## src/sv/ufs_pkg.sv

```systemverilog
// Shared constants, register codes and structs of the uncore frequency steering block.
// Depends on nothing; every other file refers to it by scoped names.
package ufs_pkg;

    // Sizing
    localparam int NUM_PACKAGES = 8;
    localparam int TABLE_DEPTH  = 4;
    localparam int PKG_IDX_W    = (NUM_PACKAGES > 1) ? $clog2(NUM_PACKAGES) : 1;
    localparam int TIDX_W       = (TABLE_DEPTH > 1) ? $clog2(TABLE_DEPTH) : 1;

    // Field widths
    localparam int PKG_W      = 3;
    localparam int MHZ_W      = 16;
    localparam int RATE_W     = 32;
    localparam int CNT32_W    = 32;
    localparam int PHI_W      = 11;
    localparam int USED_W     = 3;
    localparam int CFG_IDX_W  = 4;
    localparam int CFG_DATA_W = 48;

    // Serial multiply and divide sizes
    localparam int MAG_W   = MHZ_W;           // multiplier bits, one per cycle
    localparam int QUO_W   = MHZ_W + 1;       // quotient bits kept, one per cycle
    localparam int PROD_W  = MAG_W + RATE_W;
    localparam int STEP_W  = 5;

    // Bias constants, Q10
    localparam logic [PHI_W-1:0] PHI_HALF = 11'd512;
    localparam logic [PHI_W-1:0] PHI_ONE  = 11'd1024;

    // Register indexes
    localparam logic [CFG_IDX_W-1:0] REG_BIAS_PHI   = 4'd0;
    localparam logic [CFG_IDX_W-1:0] REG_UNCORE_MAX = 4'd1;
    localparam logic [CFG_IDX_W-1:0] REG_UNCORE_EFF = 4'd2;
    localparam logic [CFG_IDX_W-1:0] REG_TABLE_USED = 4'd3;
    localparam logic [CFG_IDX_W-1:0] REG_BW_ENTRY_A = 4'd4;
    localparam logic [CFG_IDX_W-1:0] REG_BW_ENTRY_B = 4'd5;
    localparam logic [CFG_IDX_W-1:0] REG_BW_ENTRY_C = 4'd6;
    localparam logic [CFG_IDX_W-1:0] REG_BW_ENTRY_D = 4'd7;

    // Configuration as seen by the datapath
    typedef struct packed {
        logic [PHI_W-1:0]                    phi;
        logic [MHZ_W-1:0]                    fmax;
        logic [MHZ_W-1:0]                    feff;
        logic [USED_W-1:0]                   used;
        logic [TABLE_DEPTH-1:0][MHZ_W-1:0]   key;
        logic [TABLE_DEPTH-1:0][RATE_W-1:0]  limit;
    } cfg_t;

    // Resolved range and chosen limit for one item
    typedef struct packed {
        logic [MHZ_W-1:0]  rmax;
        logic [MHZ_W-1:0]  reff;
        logic              neg;
        logic [MAG_W-1:0]  mag;
        logic [RATE_W-1:0] limit;
        logic              ratio_one;
    } front_t;

    // Serial divider result
    typedef struct packed {
        logic             sat;
        logic [QUO_W-1:0] quo;
    } quot_t;

endpackage

```

## src/sv/ufs_meas_if.sv

```systemverilog
// Measurement channel: one package sample per item.
// Depends on ufs_pkg for field widths.
interface ufs_meas_if;
    logic                       valid;
    logic                       ready;
    logic [ufs_pkg::PKG_W-1:0]  package_id;
    logic [ufs_pkg::MHZ_W-1:0]  status_mhz;
    logic                       status_ok;
    logic [ufs_pkg::RATE_W-1:0] bw_rate;
    logic                       bw_rate_ok;

    modport source (output valid, package_id, status_mhz, status_ok, bw_rate, bw_rate_ok,
                    input ready);
    modport sink   (input valid, package_id, status_mhz, status_ok, bw_rate, bw_rate_ok,
                    output ready);
endinterface

```

## src/sv/ufs_steer_if.sv

```systemverilog
// Result channel: one frequency request per item.
// Depends on ufs_pkg for field widths.
interface ufs_steer_if;
    logic                        valid;
    logic                        ready;
    logic [ufs_pkg::PKG_W-1:0]   package_out;
    logic [ufs_pkg::MHZ_W-1:0]   request_mhz;
    logic                        was_clamped;
    logic                        write_needed;
    logic [ufs_pkg::CNT32_W-1:0] request_total;
    logic [ufs_pkg::CNT32_W-1:0] clamp_total;

    modport source (output valid, package_out, request_mhz, was_clamped, write_needed,
                    request_total, clamp_total, input ready);
    modport sink   (input valid, package_out, request_mhz, was_clamped, write_needed,
                    request_total, clamp_total, output ready);
endinterface

```

## src/sv/ufs_cfg_if.sv

```systemverilog
// Configuration write channel: register index and write data.
// Depends on ufs_pkg for widths.
interface ufs_cfg_if;
    logic                           valid;
    logic                           ready;
    logic [ufs_pkg::CFG_IDX_W-1:0]  index;
    logic [ufs_pkg::CFG_DATA_W-1:0] data;

    modport source (output valid, index, data, input ready);
    modport sink   (input valid, index, data, output ready);
endinterface

```

## src/sv/ufs_cfg_regs.sv

```systemverilog
// Configuration register file of the steering block.
// Depends on ufs_pkg and ufs_cfg_if.
module ufs_cfg_regs
(
    input  logic           clk,
    input  logic           rst_n,
    ufs_cfg_if.sink        cfg,
    output ufs_pkg::cfg_t  regs
);

    // Register contents after reset
    localparam ufs_pkg::cfg_t CFG_RESET = '{phi:   ufs_pkg::PHI_HALF,
                                            fmax:  16'd2400,
                                            feff:  16'd1200,
                                            used:  3'd1,
                                            key:   '0,
                                            limit: '0};

    ufs_pkg::cfg_t regs_reg;
    ufs_pkg::cfg_t regs_next;

    assign cfg.ready = 1'b1;
    assign regs      = regs_reg;

    // Decode the write
    always_comb
    begin
        regs_next = regs_reg;
        if (cfg.valid)
        begin
            case (cfg.index)
                ufs_pkg::REG_BIAS_PHI:   regs_next.phi  = cfg.data[ufs_pkg::PHI_W-1:0];
                ufs_pkg::REG_UNCORE_MAX: regs_next.fmax = cfg.data[ufs_pkg::MHZ_W-1:0];
                ufs_pkg::REG_UNCORE_EFF: regs_next.feff = cfg.data[ufs_pkg::MHZ_W-1:0];
                ufs_pkg::REG_TABLE_USED: regs_next.used = cfg.data[ufs_pkg::USED_W-1:0];
                ufs_pkg::REG_BW_ENTRY_A,
                ufs_pkg::REG_BW_ENTRY_B,
                ufs_pkg::REG_BW_ENTRY_C,
                ufs_pkg::REG_BW_ENTRY_D:
                begin
                    for (int k = 0; k < ufs_pkg::TABLE_DEPTH; k++)
                    begin
                        if (cfg.index == ufs_pkg::REG_BW_ENTRY_A
                                         + ufs_pkg::CFG_IDX_W'(k))
                        begin
                            regs_next.key[k]   = cfg.data[47:32];
                            regs_next.limit[k] = cfg.data[31:0];
                        end
                    end
                end
                default: ;
            endcase
        end
    end

    // Hold the registers
    always_ff @(posedge clk or negedge rst_n)
    begin
        if (!rst_n)
        begin
            regs_reg <= CFG_RESET;
        end
        else
        begin
            regs_reg <= regs_next;
        end
    end

endmodule

```

## src/sv/ufs_front.sv

```systemverilog
// Front end: table lookup and bias range resolution, two register stages.
// Depends on ufs_pkg.
module ufs_front
(
    input  logic                       clk,
    input  logic                       rst_n,
    input  logic                       start,
    input  ufs_pkg::cfg_t              regs,
    input  logic [ufs_pkg::MHZ_W-1:0]  freq,
    input  logic                       freq_ok,
    input  logic                       rate_ok,
    output logic                       done,
    output ufs_pkg::front_t            res
);

    logic                              s1_vld_reg;
    logic signed [27:0]                prod_reg;
    logic                              up_reg;
    logic                              dn_reg;
    logic [ufs_pkg::RATE_W-1:0]        limit_reg;
    logic                              rate_ok_reg;
    logic                              done_reg;
    ufs_pkg::front_t                   res_reg;

    logic [ufs_pkg::PHI_W-1:0]         phi_c;
    logic signed [16:0]                r0;
    logic [9:0]                        dval;
    logic signed [27:0]                prod_next;
    logic [ufs_pkg::USED_W-1:0]        n_eff;
    logic [ufs_pkg::TIDX_W-1:0]        best;
    logic [ufs_pkg::TIDX_W-1:0]        low;
    logic [ufs_pkg::TIDX_W-1:0]        high;
    logic                              best_ok;
    logic [ufs_pkg::TIDX_W-1:0]        pick;

    logic signed [27:0]                shr;
    logic signed [19:0]                quo;
    logic signed [19:0]                fmax20;
    logic signed [19:0]                feff20;
    logic signed [19:0]                t_up;
    logic signed [19:0]                t_dn;
    logic [ufs_pkg::MHZ_W-1:0]         rmax;
    logic [ufs_pkg::MHZ_W-1:0]         reff;
    logic signed [16:0]                span;
    ufs_pkg::front_t                   res_next;

    // Stage one: clamp the bias and form the scaled range
    always_comb
    begin
        phi_c = (regs.phi > ufs_pkg::PHI_ONE) ? ufs_pkg::PHI_ONE : regs.phi;
        r0    = $signed({1'b0, regs.fmax}) - $signed({1'b0, regs.feff});
        dval  = (phi_c > ufs_pkg::PHI_HALF) ? 10'(phi_c - ufs_pkg::PHI_HALF)
                                            : 10'(ufs_pkg::PHI_HALF - phi_c);
        prod_next = r0 * $signed({1'b0, dval});
    end

    // Stage one: choose the table entry
    always_comb
    begin
        if (regs.used == '0)
            n_eff = 3'd1;
        else if (int'(regs.used) > ufs_pkg::TABLE_DEPTH)
            n_eff = ufs_pkg::USED_W'(ufs_pkg::TABLE_DEPTH);
        else
            n_eff = regs.used;
        best    = '0;
        low     = '0;
        high    = '0;
        best_ok = 1'b0;
        for (int i = 0; i < ufs_pkg::TABLE_DEPTH; i++)
        begin
            if (i < int'(n_eff))
            begin
                if (regs.key[i] < regs.key[low])
                    low = ufs_pkg::TIDX_W'(i);
                if (regs.key[i] > regs.key[high])
                    high = ufs_pkg::TIDX_W'(i);
                if (regs.key[i] <= freq && (!best_ok || regs.key[i] > regs.key[best]))
                begin
                    best    = ufs_pkg::TIDX_W'(i);
                    best_ok = 1'b1;
                end
            end
        end
        if (!freq_ok)
            pick = high;
        else if (!best_ok)
            pick = low;
        else
            pick = best;
    end

    always_ff @(posedge clk or negedge rst_n)
    begin
        if (!rst_n)
            s1_vld_reg <= 1'b0;
        else
            s1_vld_reg <= start;
    end

    always_ff @(posedge clk)
    begin
        if (start)
        begin
            prod_reg    <= prod_next;
            up_reg      <= (phi_c > ufs_pkg::PHI_HALF);
            dn_reg      <= (phi_c < ufs_pkg::PHI_HALF);
            limit_reg   <= regs.limit[pick];
            rate_ok_reg <= rate_ok;
        end
    end

    // Stage two: divide by 512 toward zero and resolve the range
    always_comb
    begin
        shr    = prod_reg >>> 9;
        quo    = $signed({shr[18], shr[18:0]})
               + $signed({19'b0, (prod_reg[27] && (prod_reg[8:0] != '0))});
        fmax20 = $signed({4'b0, regs.fmax});
        feff20 = $signed({4'b0, regs.feff});
        t_up   = fmax20 - quo;
        t_dn   = feff20 + quo;
        rmax   = regs.fmax;
        reff   = regs.feff;
        if (up_reg)
            rmax = (t_up > feff20) ? t_up[15:0] : regs.feff;
        if (dn_reg)
            reff = (t_dn < fmax20) ? t_dn[15:0] : regs.fmax;
        span = $signed({1'b0, rmax}) - $signed({1'b0, reff});
        res_next.rmax      = rmax;
        res_next.reff      = reff;
        res_next.neg       = span[16];
        res_next.mag       = span[16] ? 16'(-span) : span[15:0];
        res_next.limit     = limit_reg;
        res_next.ratio_one = !rate_ok_reg || (limit_reg == '0);
    end

    always_ff @(posedge clk or negedge rst_n)
    begin
        if (!rst_n)
            done_reg <= 1'b0;
        else
            done_reg <= s1_vld_reg;
    end

    always_ff @(posedge clk)
    begin
        if (s1_vld_reg)
            res_reg <= res_next;
    end

    assign done = done_reg;
    assign res  = res_reg;

endmodule

```

## src/sv/ufs_muldiv.sv

```systemverilog
// Bit-serial multiply of range by rate, then bit-serial restoring divide by the limit.
// Depends on ufs_pkg. Quotients of 2^17 and above are flagged as saturated.
module ufs_muldiv
(
    input  logic                        clk,
    input  logic                        rst_n,
    input  logic                        start,
    input  logic [ufs_pkg::MAG_W-1:0]   mag,
    input  logic [ufs_pkg::RATE_W-1:0]  mult,
    input  logic [ufs_pkg::RATE_W-1:0]  divisor,
    output logic                        done,
    output ufs_pkg::quot_t              quot
);

    localparam logic [1:0] PH_IDLE = 2'd0;
    localparam logic [1:0] PH_MUL  = 2'd1;
    localparam logic [1:0] PH_CHK  = 2'd2;
    localparam logic [1:0] PH_DIV  = 2'd3;

    logic [1:0]                        phase_reg;
    logic [1:0]                        phase_next;
    logic [ufs_pkg::STEP_W-1:0]        step_reg;
    logic [ufs_pkg::STEP_W-1:0]        step_next;
    logic                              done_reg;
    logic                              done_next;
    logic                              sat_reg;
    logic                              sat_next;
    logic [ufs_pkg::PROD_W-1:0]        prod_reg;
    logic [ufs_pkg::PROD_W-1:0]        prod_next;
    logic [ufs_pkg::RATE_W-1:0]        mult_reg;
    logic [ufs_pkg::RATE_W-1:0]        div_reg;
    logic [ufs_pkg::RATE_W-1:0]        rem_reg;
    logic [ufs_pkg::RATE_W-1:0]        rem_next;
    logic [ufs_pkg::QUO_W-1:0]         sh_reg;
    logic [ufs_pkg::QUO_W-1:0]         sh_next;

    logic [ufs_pkg::RATE_W:0]          psum;
    logic [ufs_pkg::RATE_W:0]          trial;
    logic [ufs_pkg::RATE_W:0]          tdiff;
    logic                              ge;

    // One multiply or divide step
    always_comb
    begin
        psum  = {1'b0, prod_reg[ufs_pkg::PROD_W-1:ufs_pkg::MAG_W]}
              + (prod_reg[0] ? {1'b0, mult_reg} : '0);
        trial = {rem_reg, sh_reg[ufs_pkg::QUO_W-1]};
        tdiff = trial - {1'b0, div_reg};
        ge    = (trial >= {1'b0, div_reg});
    end

    // Sequence the phases
    always_comb
    begin
        phase_next = phase_reg;
        step_next  = step_reg;
        done_next  = 1'b0;
        sat_next   = sat_reg;
        prod_next  = prod_reg;
        rem_next   = rem_reg;
        sh_next    = sh_reg;
        case (phase_reg)
            PH_IDLE:
            begin
                if (start)
                begin
                    prod_next  = {{ufs_pkg::RATE_W{1'b0}}, mag};
                    step_next  = ufs_pkg::STEP_W'(ufs_pkg::MAG_W - 1);
                    phase_next = PH_MUL;
                end
            end
            PH_MUL:
            begin
                prod_next = {psum, prod_reg[ufs_pkg::MAG_W-1:1]};
                step_next = step_reg - 1'b1;
                if (step_reg == '0)
                    phase_next = PH_CHK;
            end
            PH_CHK:
            begin
                // High part at or above the divisor means a quotient past 17 bits
                sat_next = ({1'b0, prod_reg[ufs_pkg::PROD_W-1:ufs_pkg::QUO_W]} >= div_reg);
                rem_next = {1'b0, prod_reg[ufs_pkg::PROD_W-1:ufs_pkg::QUO_W]};
                sh_next  = prod_reg[ufs_pkg::QUO_W-1:0];
                step_next = ufs_pkg::STEP_W'(ufs_pkg::QUO_W - 1);
                if (sat_next)
                begin
                    done_next  = 1'b1;
                    phase_next = PH_IDLE;
                end
                else
                begin
                    phase_next = PH_DIV;
                end
            end
            PH_DIV:
            begin
                rem_next  = ge ? tdiff[ufs_pkg::RATE_W-1:0] : trial[ufs_pkg::RATE_W-1:0];
                sh_next   = {sh_reg[ufs_pkg::QUO_W-2:0], ge};
                step_next = step_reg - 1'b1;
                if (step_reg == '0)
                begin
                    done_next  = 1'b1;
                    phase_next = PH_IDLE;
                end
            end
            default:
            begin
                phase_next = PH_IDLE;
            end
        endcase
    end

    always_ff @(posedge clk or negedge rst_n)
    begin
        if (!rst_n)
        begin
            phase_reg <= PH_IDLE;
            done_reg  <= 1'b0;
        end
        else
        begin
            phase_reg <= phase_next;
            done_reg  <= done_next;
        end
    end

    always_ff @(posedge clk)
    begin
        step_reg <= step_next;
        sat_reg  <= sat_next;
        prod_reg <= prod_next;
        rem_reg  <= rem_next;
        sh_reg   <= sh_next;
        if (start && phase_reg == PH_IDLE)
        begin
            mult_reg <= mult;
            div_reg  <= divisor;
        end
    end

    assign done     = done_reg;
    assign quot.sat = sat_reg;
    assign quot.quo = sh_reg;

    // Assertions
    a_start_idle: assert property (@(posedge clk) disable iff (!rst_n)
        start |-> phase_reg == PH_IDLE)
        else $error("serial unit started while busy");
    a_done_idle: assert property (@(posedge clk) disable iff (!rst_n)
        done |-> phase_reg == PH_IDLE)
        else $error("serial unit done while still stepping");
    a_div_no_sat: assert property (@(posedge clk) disable iff (!rst_n)
        phase_reg == PH_DIV |-> rem_reg < div_reg)
        else $error("partial remainder not below divisor");

endmodule

```

## src/sv/ufs_track.sv

```systemverilog
// Per-package setting store with write and clamp counters.
// Depends on ufs_pkg.
module ufs_track
(
    input  logic                         clk,
    input  logic                         rst_n,
    input  logic                         commit,
    input  logic [ufs_pkg::PKG_W-1:0]    pkg,
    input  logic [ufs_pkg::MHZ_W-1:0]    req,
    input  logic                         clamped,
    output logic                         write_needed,
    output logic [ufs_pkg::CNT32_W-1:0]  request_total,
    output logic [ufs_pkg::CNT32_W-1:0]  clamp_total
);

    logic [ufs_pkg::MHZ_W-1:0]          last_setting_reg [ufs_pkg::NUM_PACKAGES];
    logic [ufs_pkg::NUM_PACKAGES-1:0]   known_reg;
    logic [ufs_pkg::CNT32_W-1:0]        write_cnt_reg;
    logic [ufs_pkg::CNT32_W-1:0]        clamp_cnt_reg;

    logic [ufs_pkg::PKG_IDX_W-1:0]      idx;
    logic                               in_range;

    // Compare against the stored setting and form the totals after this item
    always_comb
    begin
        idx          = ufs_pkg::PKG_IDX_W'(pkg);
        in_range     = (int'(pkg) < ufs_pkg::NUM_PACKAGES);
        write_needed = in_range && (!known_reg[idx] || last_setting_reg[idx] != req);
        request_total = (write_needed && write_cnt_reg != '1) ? write_cnt_reg + 1'b1
                                                              : write_cnt_reg;
        clamp_total   = (clamped && clamp_cnt_reg != '1) ? clamp_cnt_reg + 1'b1
                                                         : clamp_cnt_reg;
    end

    // Advance counters and flags
    always_ff @(posedge clk or negedge rst_n)
    begin
        if (!rst_n)
        begin
            known_reg     <= '0;
            write_cnt_reg <= '0;
            clamp_cnt_reg <= '0;
        end
        else if (commit)
        begin
            write_cnt_reg <= request_total;
            clamp_cnt_reg <= clamp_total;
            if (write_needed)
                known_reg[idx] <= 1'b1;
        end
    end

    // Store the new setting
    always_ff @(posedge clk)
    begin
        if (commit && write_needed)
            last_setting_reg[idx] <= req;
    end

endmodule

```

## src/sv/uncore_frequency_steering_top.sv

```systemverilog
// Uncore frequency steering: one measurement in, one frequency request out.
//
// Channels: meas takes one package sample per item (valid/ready); steer gives
// one request per item (valid/ready); cfg writes one register per handshake
// and is always ready. Write cfg only while no item is in flight.
// Flow: an item is taken only when the block is idle. The front end registers
// the table lookup and then the range resolution. Unless the ratio is taken
// as one or the range is negative, a bit-serial unit then does the multiply
// (one range bit per cycle), an overflow check and, if no overflow is found,
// the restoring divide (one quotient bit per cycle). The quotient is then
// handed back and the result committed. The block takes one item at a time:
// a new sample is taken only once the last one has been committed.
// A finished result waits in the output register; the next item is taken
// while it waits, and a second result stalls only at commit until steer
// takes the first.
// Reset: registers return to bias 512, ceiling 2400 MHz, efficient point
// 1200 MHz, one table entry of zero; all package settings are forgotten
// and both counters clear.
// Depends on ufs_pkg, the three channel interfaces and all ufs_ modules.
module uncore_frequency_steering_top
(
    input  logic       clk,
    input  logic       rst_n,
    ufs_meas_if.sink   meas,
    ufs_steer_if.source steer,
    ufs_cfg_if.sink    cfg
);

    localparam logic [1:0] ST_IDLE   = 2'd0;
    localparam logic [1:0] ST_FRONT  = 2'd1;
    localparam logic [1:0] ST_MULDIV = 2'd2;
    localparam logic [1:0] ST_FIN    = 2'd3;

    logic [1:0]                        state_reg;
    logic [1:0]                        state_next;

    logic [ufs_pkg::PKG_W-1:0]         pkg_reg;
    logic [ufs_pkg::RATE_W-1:0]        rate_reg;

    logic                              out_vld_reg;
    logic [ufs_pkg::PKG_W-1:0]         out_pkg_reg;
    logic [ufs_pkg::MHZ_W-1:0]         out_req_reg;
    logic                              out_clamp_reg;
    logic                              out_write_reg;
    logic [ufs_pkg::CNT32_W-1:0]       out_wtot_reg;
    logic [ufs_pkg::CNT32_W-1:0]       out_ctot_reg;

    ufs_pkg::cfg_t                     regs;
    ufs_pkg::front_t                   front;
    ufs_pkg::quot_t                    quot;
    logic                              front_done;
    logic                              md_start;
    logic                              md_done;
    logic                              in_fire;
    logic                              commit;
    logic                              fin_clamped;
    logic [ufs_pkg::MHZ_W-1:0]         fin_req;
    logic                              over;
    logic                              write_needed;
    logic [ufs_pkg::CNT32_W-1:0]       request_total;
    logic [ufs_pkg::CNT32_W-1:0]       clamp_total;

    ufs_cfg_regs u_cfg
    (
        .clk   (clk),
        .rst_n (rst_n),
        .cfg   (cfg),
        .regs  (regs)
    );

    ufs_front u_front
    (
        .clk     (clk),
        .rst_n   (rst_n),
        .start   (in_fire),
        .regs    (regs),
        .freq    (meas.status_mhz),
        .freq_ok (meas.status_ok),
        .rate_ok (meas.bw_rate_ok),
        .done    (front_done),
        .res     (front)
    );

    ufs_muldiv u_muldiv
    (
        .clk     (clk),
        .rst_n   (rst_n),
        .start   (md_start),
        .mag     (front.mag),
        .mult    (rate_reg),
        .divisor (front.limit),
        .done    (md_done),
        .quot    (quot)
    );

    ufs_track u_track
    (
        .clk           (clk),
        .rst_n         (rst_n),
        .commit        (commit),
        .pkg           (pkg_reg),
        .req           (fin_req),
        .clamped       (fin_clamped),
        .write_needed  (write_needed),
        .request_total (request_total),
        .clamp_total   (clamp_total)
    );

    assign meas.ready = (state_reg == ST_IDLE);
    assign in_fire    = meas.valid && meas.ready;
    assign md_start   = (state_reg == ST_FRONT) && front_done
                        && !front.ratio_one && !front.neg;
    assign commit     = (state_reg == ST_FIN) && (!out_vld_reg || steer.ready);

    // Clamp the quotient into the resolved range
    always_comb
    begin
        over = quot.sat || (quot.quo > {1'b0, front.mag});
        if (front.neg)
        begin
            fin_clamped = 1'b1;
            fin_req     = front.rmax;
        end
        else if (front.ratio_one)
        begin
            fin_clamped = 1'b0;
            fin_req     = front.rmax;
        end
        else
        begin
            fin_clamped = over;
            fin_req     = over ? front.rmax : front.reff + quot.quo[ufs_pkg::MHZ_W-1:0];
        end
    end

    // Sequence one item
    always_comb
    begin
        state_next = state_reg;
        case (state_reg)
            ST_IDLE:   if (in_fire) state_next = ST_FRONT;
            ST_FRONT:
            begin
                if (front_done)
                    state_next = md_start ? ST_MULDIV : ST_FIN;
            end
            ST_MULDIV: if (md_done) state_next = ST_FIN;
            ST_FIN:    if (commit) state_next = ST_IDLE;
            default:   state_next = ST_IDLE;
        endcase
    end

    always_ff @(posedge clk or negedge rst_n)
    begin
        if (!rst_n)
        begin
            state_reg   <= ST_IDLE;
            out_vld_reg <= 1'b0;
        end
        else
        begin
            state_reg <= state_next;
            if (commit)
                out_vld_reg <= 1'b1;
            else if (steer.ready)
                out_vld_reg <= 1'b0;
        end
    end

    // Hold the item and the result
    always_ff @(posedge clk)
    begin
        if (in_fire)
        begin
            pkg_reg  <= meas.package_id;
            rate_reg <= meas.bw_rate;
        end
        if (commit)
        begin
            out_pkg_reg   <= pkg_reg;
            out_req_reg   <= fin_req;
            out_clamp_reg <= fin_clamped;
            out_write_reg <= write_needed;
            out_wtot_reg  <= request_total;
            out_ctot_reg  <= clamp_total;
        end
    end

    assign steer.valid         = out_vld_reg;
    assign steer.package_out   = out_pkg_reg;
    assign steer.request_mhz   = out_req_reg;
    assign steer.was_clamped   = out_clamp_reg;
    assign steer.write_needed  = out_write_reg;
    assign steer.request_total = out_wtot_reg;
    assign steer.clamp_total   = out_ctot_reg;

    // Assertions
    a_commit_free: assert property (@(posedge clk) disable iff (!rst_n)
        commit |-> (!out_vld_reg || steer.ready))
        else $error("result committed over a waiting item");
    a_req_range: assert property (@(posedge clk) disable iff (!rst_n)
        (commit && !front.neg) |-> (fin_req >= front.reff && fin_req <= front.rmax))
        else $error("request outside resolved range");
    a_take_front: assert property (@(posedge clk) disable iff (!rst_n)
        in_fire |=> (state_reg == ST_FRONT))
        else $error("front end not started after an item was taken");
    a_md_owner: assert property (@(posedge clk) disable iff (!rst_n)
        md_done |-> (state_reg == ST_MULDIV))
        else $error("serial unit finished outside its phase");

endmodule
```

## src/flat_wrapper.sv

```systemverilog
// flat-port wrapper written by rule: the top's interface ports become plain ports
module uncore_frequency_steering_top_flat 
  (clk, rst_n, meas_valid, meas_package_id, meas_status_mhz, meas_status_ok, meas_bw_rate, meas_bw_rate_ok, meas_ready, steer_valid, steer_package_out, steer_request_mhz, steer_was_clamped, steer_write_needed, steer_request_total, steer_clamp_total, steer_ready, cfg_valid, cfg_index, cfg_data, cfg_ready);
  ufs_meas_if meas_i ();
  ufs_steer_if steer_i ();
  ufs_cfg_if cfg_i ();
  input  logic clk;
  input  logic rst_n;
  input wire logic [$bits(meas_i.valid)-1:0] meas_valid;
  input wire logic [$bits(meas_i.package_id)-1:0] meas_package_id;
  input wire logic [$bits(meas_i.status_mhz)-1:0] meas_status_mhz;
  input wire logic [$bits(meas_i.status_ok)-1:0] meas_status_ok;
  input wire logic [$bits(meas_i.bw_rate)-1:0] meas_bw_rate;
  input wire logic [$bits(meas_i.bw_rate_ok)-1:0] meas_bw_rate_ok;
  output wire logic [$bits(meas_i.ready)-1:0] meas_ready;
  output wire logic [$bits(steer_i.valid)-1:0] steer_valid;
  output wire logic [$bits(steer_i.package_out)-1:0] steer_package_out;
  output wire logic [$bits(steer_i.request_mhz)-1:0] steer_request_mhz;
  output wire logic [$bits(steer_i.was_clamped)-1:0] steer_was_clamped;
  output wire logic [$bits(steer_i.write_needed)-1:0] steer_write_needed;
  output wire logic [$bits(steer_i.request_total)-1:0] steer_request_total;
  output wire logic [$bits(steer_i.clamp_total)-1:0] steer_clamp_total;
  input wire logic [$bits(steer_i.ready)-1:0] steer_ready;
  input wire logic [$bits(cfg_i.valid)-1:0] cfg_valid;
  input wire logic [$bits(cfg_i.index)-1:0] cfg_index;
  input wire logic [$bits(cfg_i.data)-1:0] cfg_data;
  output wire logic [$bits(cfg_i.ready)-1:0] cfg_ready;
  assign meas_i.valid = meas_valid;
  assign meas_i.package_id = meas_package_id;
  assign meas_i.status_mhz = meas_status_mhz;
  assign meas_i.status_ok = meas_status_ok;
  assign meas_i.bw_rate = meas_bw_rate;
  assign meas_i.bw_rate_ok = meas_bw_rate_ok;
  assign meas_ready = meas_i.ready;
  assign steer_valid = steer_i.valid;
  assign steer_package_out = steer_i.package_out;
  assign steer_request_mhz = steer_i.request_mhz;
  assign steer_was_clamped = steer_i.was_clamped;
  assign steer_write_needed = steer_i.write_needed;
  assign steer_request_total = steer_i.request_total;
  assign steer_clamp_total = steer_i.clamp_total;
  assign steer_i.ready = steer_ready;
  assign cfg_i.valid = cfg_valid;
  assign cfg_i.index = cfg_index;
  assign cfg_i.data = cfg_data;
  assign cfg_ready = cfg_i.ready;
  uncore_frequency_steering_top u_core (.clk(clk), .rst_n(rst_n), .meas(meas_i), .steer(steer_i), .cfg(cfg_i));
endmodule
```

## config.mk

```make
export PLATFORM = sky130hd
export DESIGN_NAME = uncore_frequency_steering_top_flat
export DESIGN_NICKNAME = d
export VERILOG_FILES = /design/src/sv/ufs_pkg.sv /design/src/sv/ufs_meas_if.sv /design/src/sv/ufs_steer_if.sv /design/src/sv/ufs_cfg_if.sv /design/src/sv/ufs_cfg_regs.sv /design/src/sv/ufs_front.sv /design/src/sv/ufs_muldiv.sv /design/src/sv/ufs_track.sv /design/src/sv/uncore_frequency_steering_top.sv /design/src/flat_wrapper.sv
export SDC_FILE = /design/constraint.sdc
export NUM_CORES = 2
export LEC_CHECK = 0
export BUFFER_PORTS_ARGS = -buffer_cell sky130_fd_sc_hd__buf_2
export CORE_UTILIZATION = 45
export DETAILED_ROUTE_END_ITERATION = 8
export GPL_ROUTABILITY_DRIVEN = 0
export SETUP_SLACK_MARGIN = 0.05
export SYNTH_ARGS = -nofsm -noshare
export SYNTH_HDL_FRONTEND = slang
export SYNTH_SLANG_ARGS = --single-unit
```

## constraint.sdc

```tcl
create_clock -name clk -period 9.92 [get_ports clk]
set_clock_uncertainty 0.1 [all_clocks]
set_input_delay 0.496 -clock clk [delete_from_list [all_inputs] [get_ports clk]]
set_output_delay 0.496 -clock clk [all_outputs]
set_load 0.005 [all_outputs]
```

==> results_dict.tcl <==
set metrics [dict create \
    via_per_inst 5.50 \
    fmax_ghz 0.109 \
    hold_violations 0 \
    grtUsageTotal_pct 21.6 \
    grt_pass1_wl_mm 215 \
    ys_seq_area_share_pct 44.5 \
    first_pass_iters 5 \
    syn_area_um2 55900 \
    worst_slack_ps 723 \
    ys_top_cells_by_count "edfxtp_1 (560), ha_1 (470), nand2_1 (398), inv_1 (387), nor2_1 (354)" \
    start_util_pct 45.6 \
    dieArea_um2 126000 \
    synth.area.top_cells "edfxtp_1 (30%), dfrtp_1 (14%), ha_1 (11%)" \
    start_kind "register" \
    synth.most_common_cell "edfxtp_1" \
    path_class "reg -> reg" \
    design_area_um2 62700 \
    num_rows 128 \
    grt_overflow 0 \
    htree_levels 3 \
    endpoint_kind "register" \
    postPlaceCellArea_um2 58900 \
    synth-main-ff-cell "edfxtp_1" \
    use_met2_pct 33.9 \
    synth_seq_cells 881 \
    period_share_pct 92.7 \
    slew_headroom_pct 27.9 \
    grt_use_met1_pct 31.4 \
    tightest_slew_ps 1070 \
    rsz0062_at_grt "false" \
    avgRoutedWirePerCell_um 19.6 \
    initialDrtViolationCount 2448 \
    vias 38200 \
    worstPathMaxFanout 19 \
    drv_slew 0 \
    use_met3_pct 3.34 \
    die_h_um 354 \
    portBuffers 196 \
    timing.rr.start "u_core.u_cfg.regs[237]$_DFFE_PN0P_" \
    synth_largest_area_cell "edfxtp_1" \
    largest_register_ffs 238 \
    critical_path_arrival_ps 9510 \
    antenna_found_initial 12 \
    pre_cts_slack_ps 517 \
    fin_crit_ps 9200 \
    holdCritStartpoint "cfg_data[46]" \
    grt_start_max_net_pins 153 \
    setup-tns-final_ps 0 \
    clk_latency_ps 700 \
    async_flop_share_pct 36.1 \
    reg2regPathDepth 32 \
    synth_edf_count 560 \
    synthToLayoutAreaGrowth_pct 12.2 \
    setup_violations 0 \
    netlist_instances 4953 \
    cts.sinks 881 \
    syn_area_per_cell_um2 11.3 \
    hpwlAfterDp_mm 101 \
    top_usage_layer "met2" \
    synth.distinct_cells 91 \
    routed_wl_mm 136 \
    synth_top_area_share_pct 30.1 \
    crit_slowest_cell "nor2b_1" \
    cp_slowest_stage_delay_ps 860 \
    drcViolationCount 0 \
    worstPathRequired_ps 10230 \
    clock_path_buffers 3 \
    cts_buffers 96 \
    outcome "completed" \
    pin_count 198 \
    min_path_cells 3 \
    layout-drive-gt1-share_pct 15.2 \
    cts_tree "built" \
    die_w_um 354 \
    holdCritPathClass "in -> reg" \
    yosys_warnings 0 \
    maxCapViolCount 0 \
    startpoint "u_core.u_cfg.regs[237]$_DFFE_PN0P_" \
    cts_root_buf "clkbuf_16" \
    final_nets 5974 \
    crit_top_cell "fa_1" \
    coreArea_um2 123000 \
    grt_pass1_vias 37700 \
    syn_nets 5693 \
    ant_nets 0 \
    path_clk_slew_ps 60 \
]
## path summary, 6_finish.rpt
path / to / slack [ps]
setup / recovery: u_core.u_front.prod_reg[26]$_DFFE_PP_ / 720
hold / removal: u_core.u_cfg.regs[174]$_DFFE_PN0P_ / 50
setup reg to reg: u_core.u_front.prod_reg[26]$_DFFE_PP_ / 720
hold reg to reg: u_core.u_muldiv.div_reg[9]$_DFFE_PP_ / 300
max in group asynchronous: u_core.u_cfg.regs[225]$_DFFE_PN0P_ / 7530
min in group asynchronous: u_core.u_track.clamp_cnt_reg[16]$_DFFE_PN0P_ / 200
## cells in the final DEF (no fill, tap or decap), types with 82 or more instances in the layout
master     netlist  final
edfxtp_1       560    560
mux2_2         263    263
nand2_1        398    397
inv_1          387    385
o21ai_0        231    228
clkbuf_16        0     96
xnor2_1        163    163
a21o_1          89     89
fa_1           160    160
dfrtp_1        308    306
buf_2           19    195
mux2i_1         94     93
a21oi_1        234    232
xor2_1         152    152
nor2_1         354    352
ha_1           470    470
nor3_1          84     82
nand3_1         92     92
## metrics by stage
step                      hold slack [ps]  utilization, %  std cells
after CTS                            7.83            51.1       6942
after detailed placement              305            48.0       6692
final                                46.3            51.2       6944
after floorplan                       100               -       4953
after global routing                 29.5            51.1       6943
after global placement                302            48.0       6692
## final cells by class
class	count	area, µm²
multi-input cells	3543	29100
fillers	11000	59800
repair buffers	323	2140
inverters	389	1470
clock buffers	136	2660
diodes	2	5.00
flip-flops and latches	881	24900
clock inverters	45	437
well taps	1625	2030
## layer usage
metal	part of all wire, %	wire length (µm)
met3	5.1	6900
met1	48	64700
met2	45	61400
met5	0.090	122
met4	2.2	2940
## kinds of logic (layout without fill, tap and decap cells)
kind of cell               count (synthesis)  after routing  synth area share (%)
and+or+nand+nor                         1319           1319                  11.3
DFF                                      881            881                  44.5
AOI/OAI and AO/OA                        853            853                  9.68
adders and majority gates                630            630                  16.3
buffers and inverters                    529            893                  3.73
muxes                                    425            425                  9.67
xor gates and xnor gates                 315            315                  4.94
other                                      1              3               0.00671
## worst max-delay path, delay by kind of cell (launching register included)
family / cells / cell delay [ps]
buffers and inverters: 6 / 850
and+or+nand+nor: 6 / 1430
adders and majority gates: 7 / 3080
DFF: 1 / 560
AOI/OAI and AO/OA: 12 / 2670
muxes: 1 / 220
## what timing repair did
action,CTS,global route
gates resized for setup,0,2
buffers inserted,0,0
hold buffers,69,0
endpoints found under the setup margin,0,1
hold endpoints to repair,228,0
Power is not shown: default switching activity piles up to over one toggle a cycle in this logic, so the estimate is an artifact.
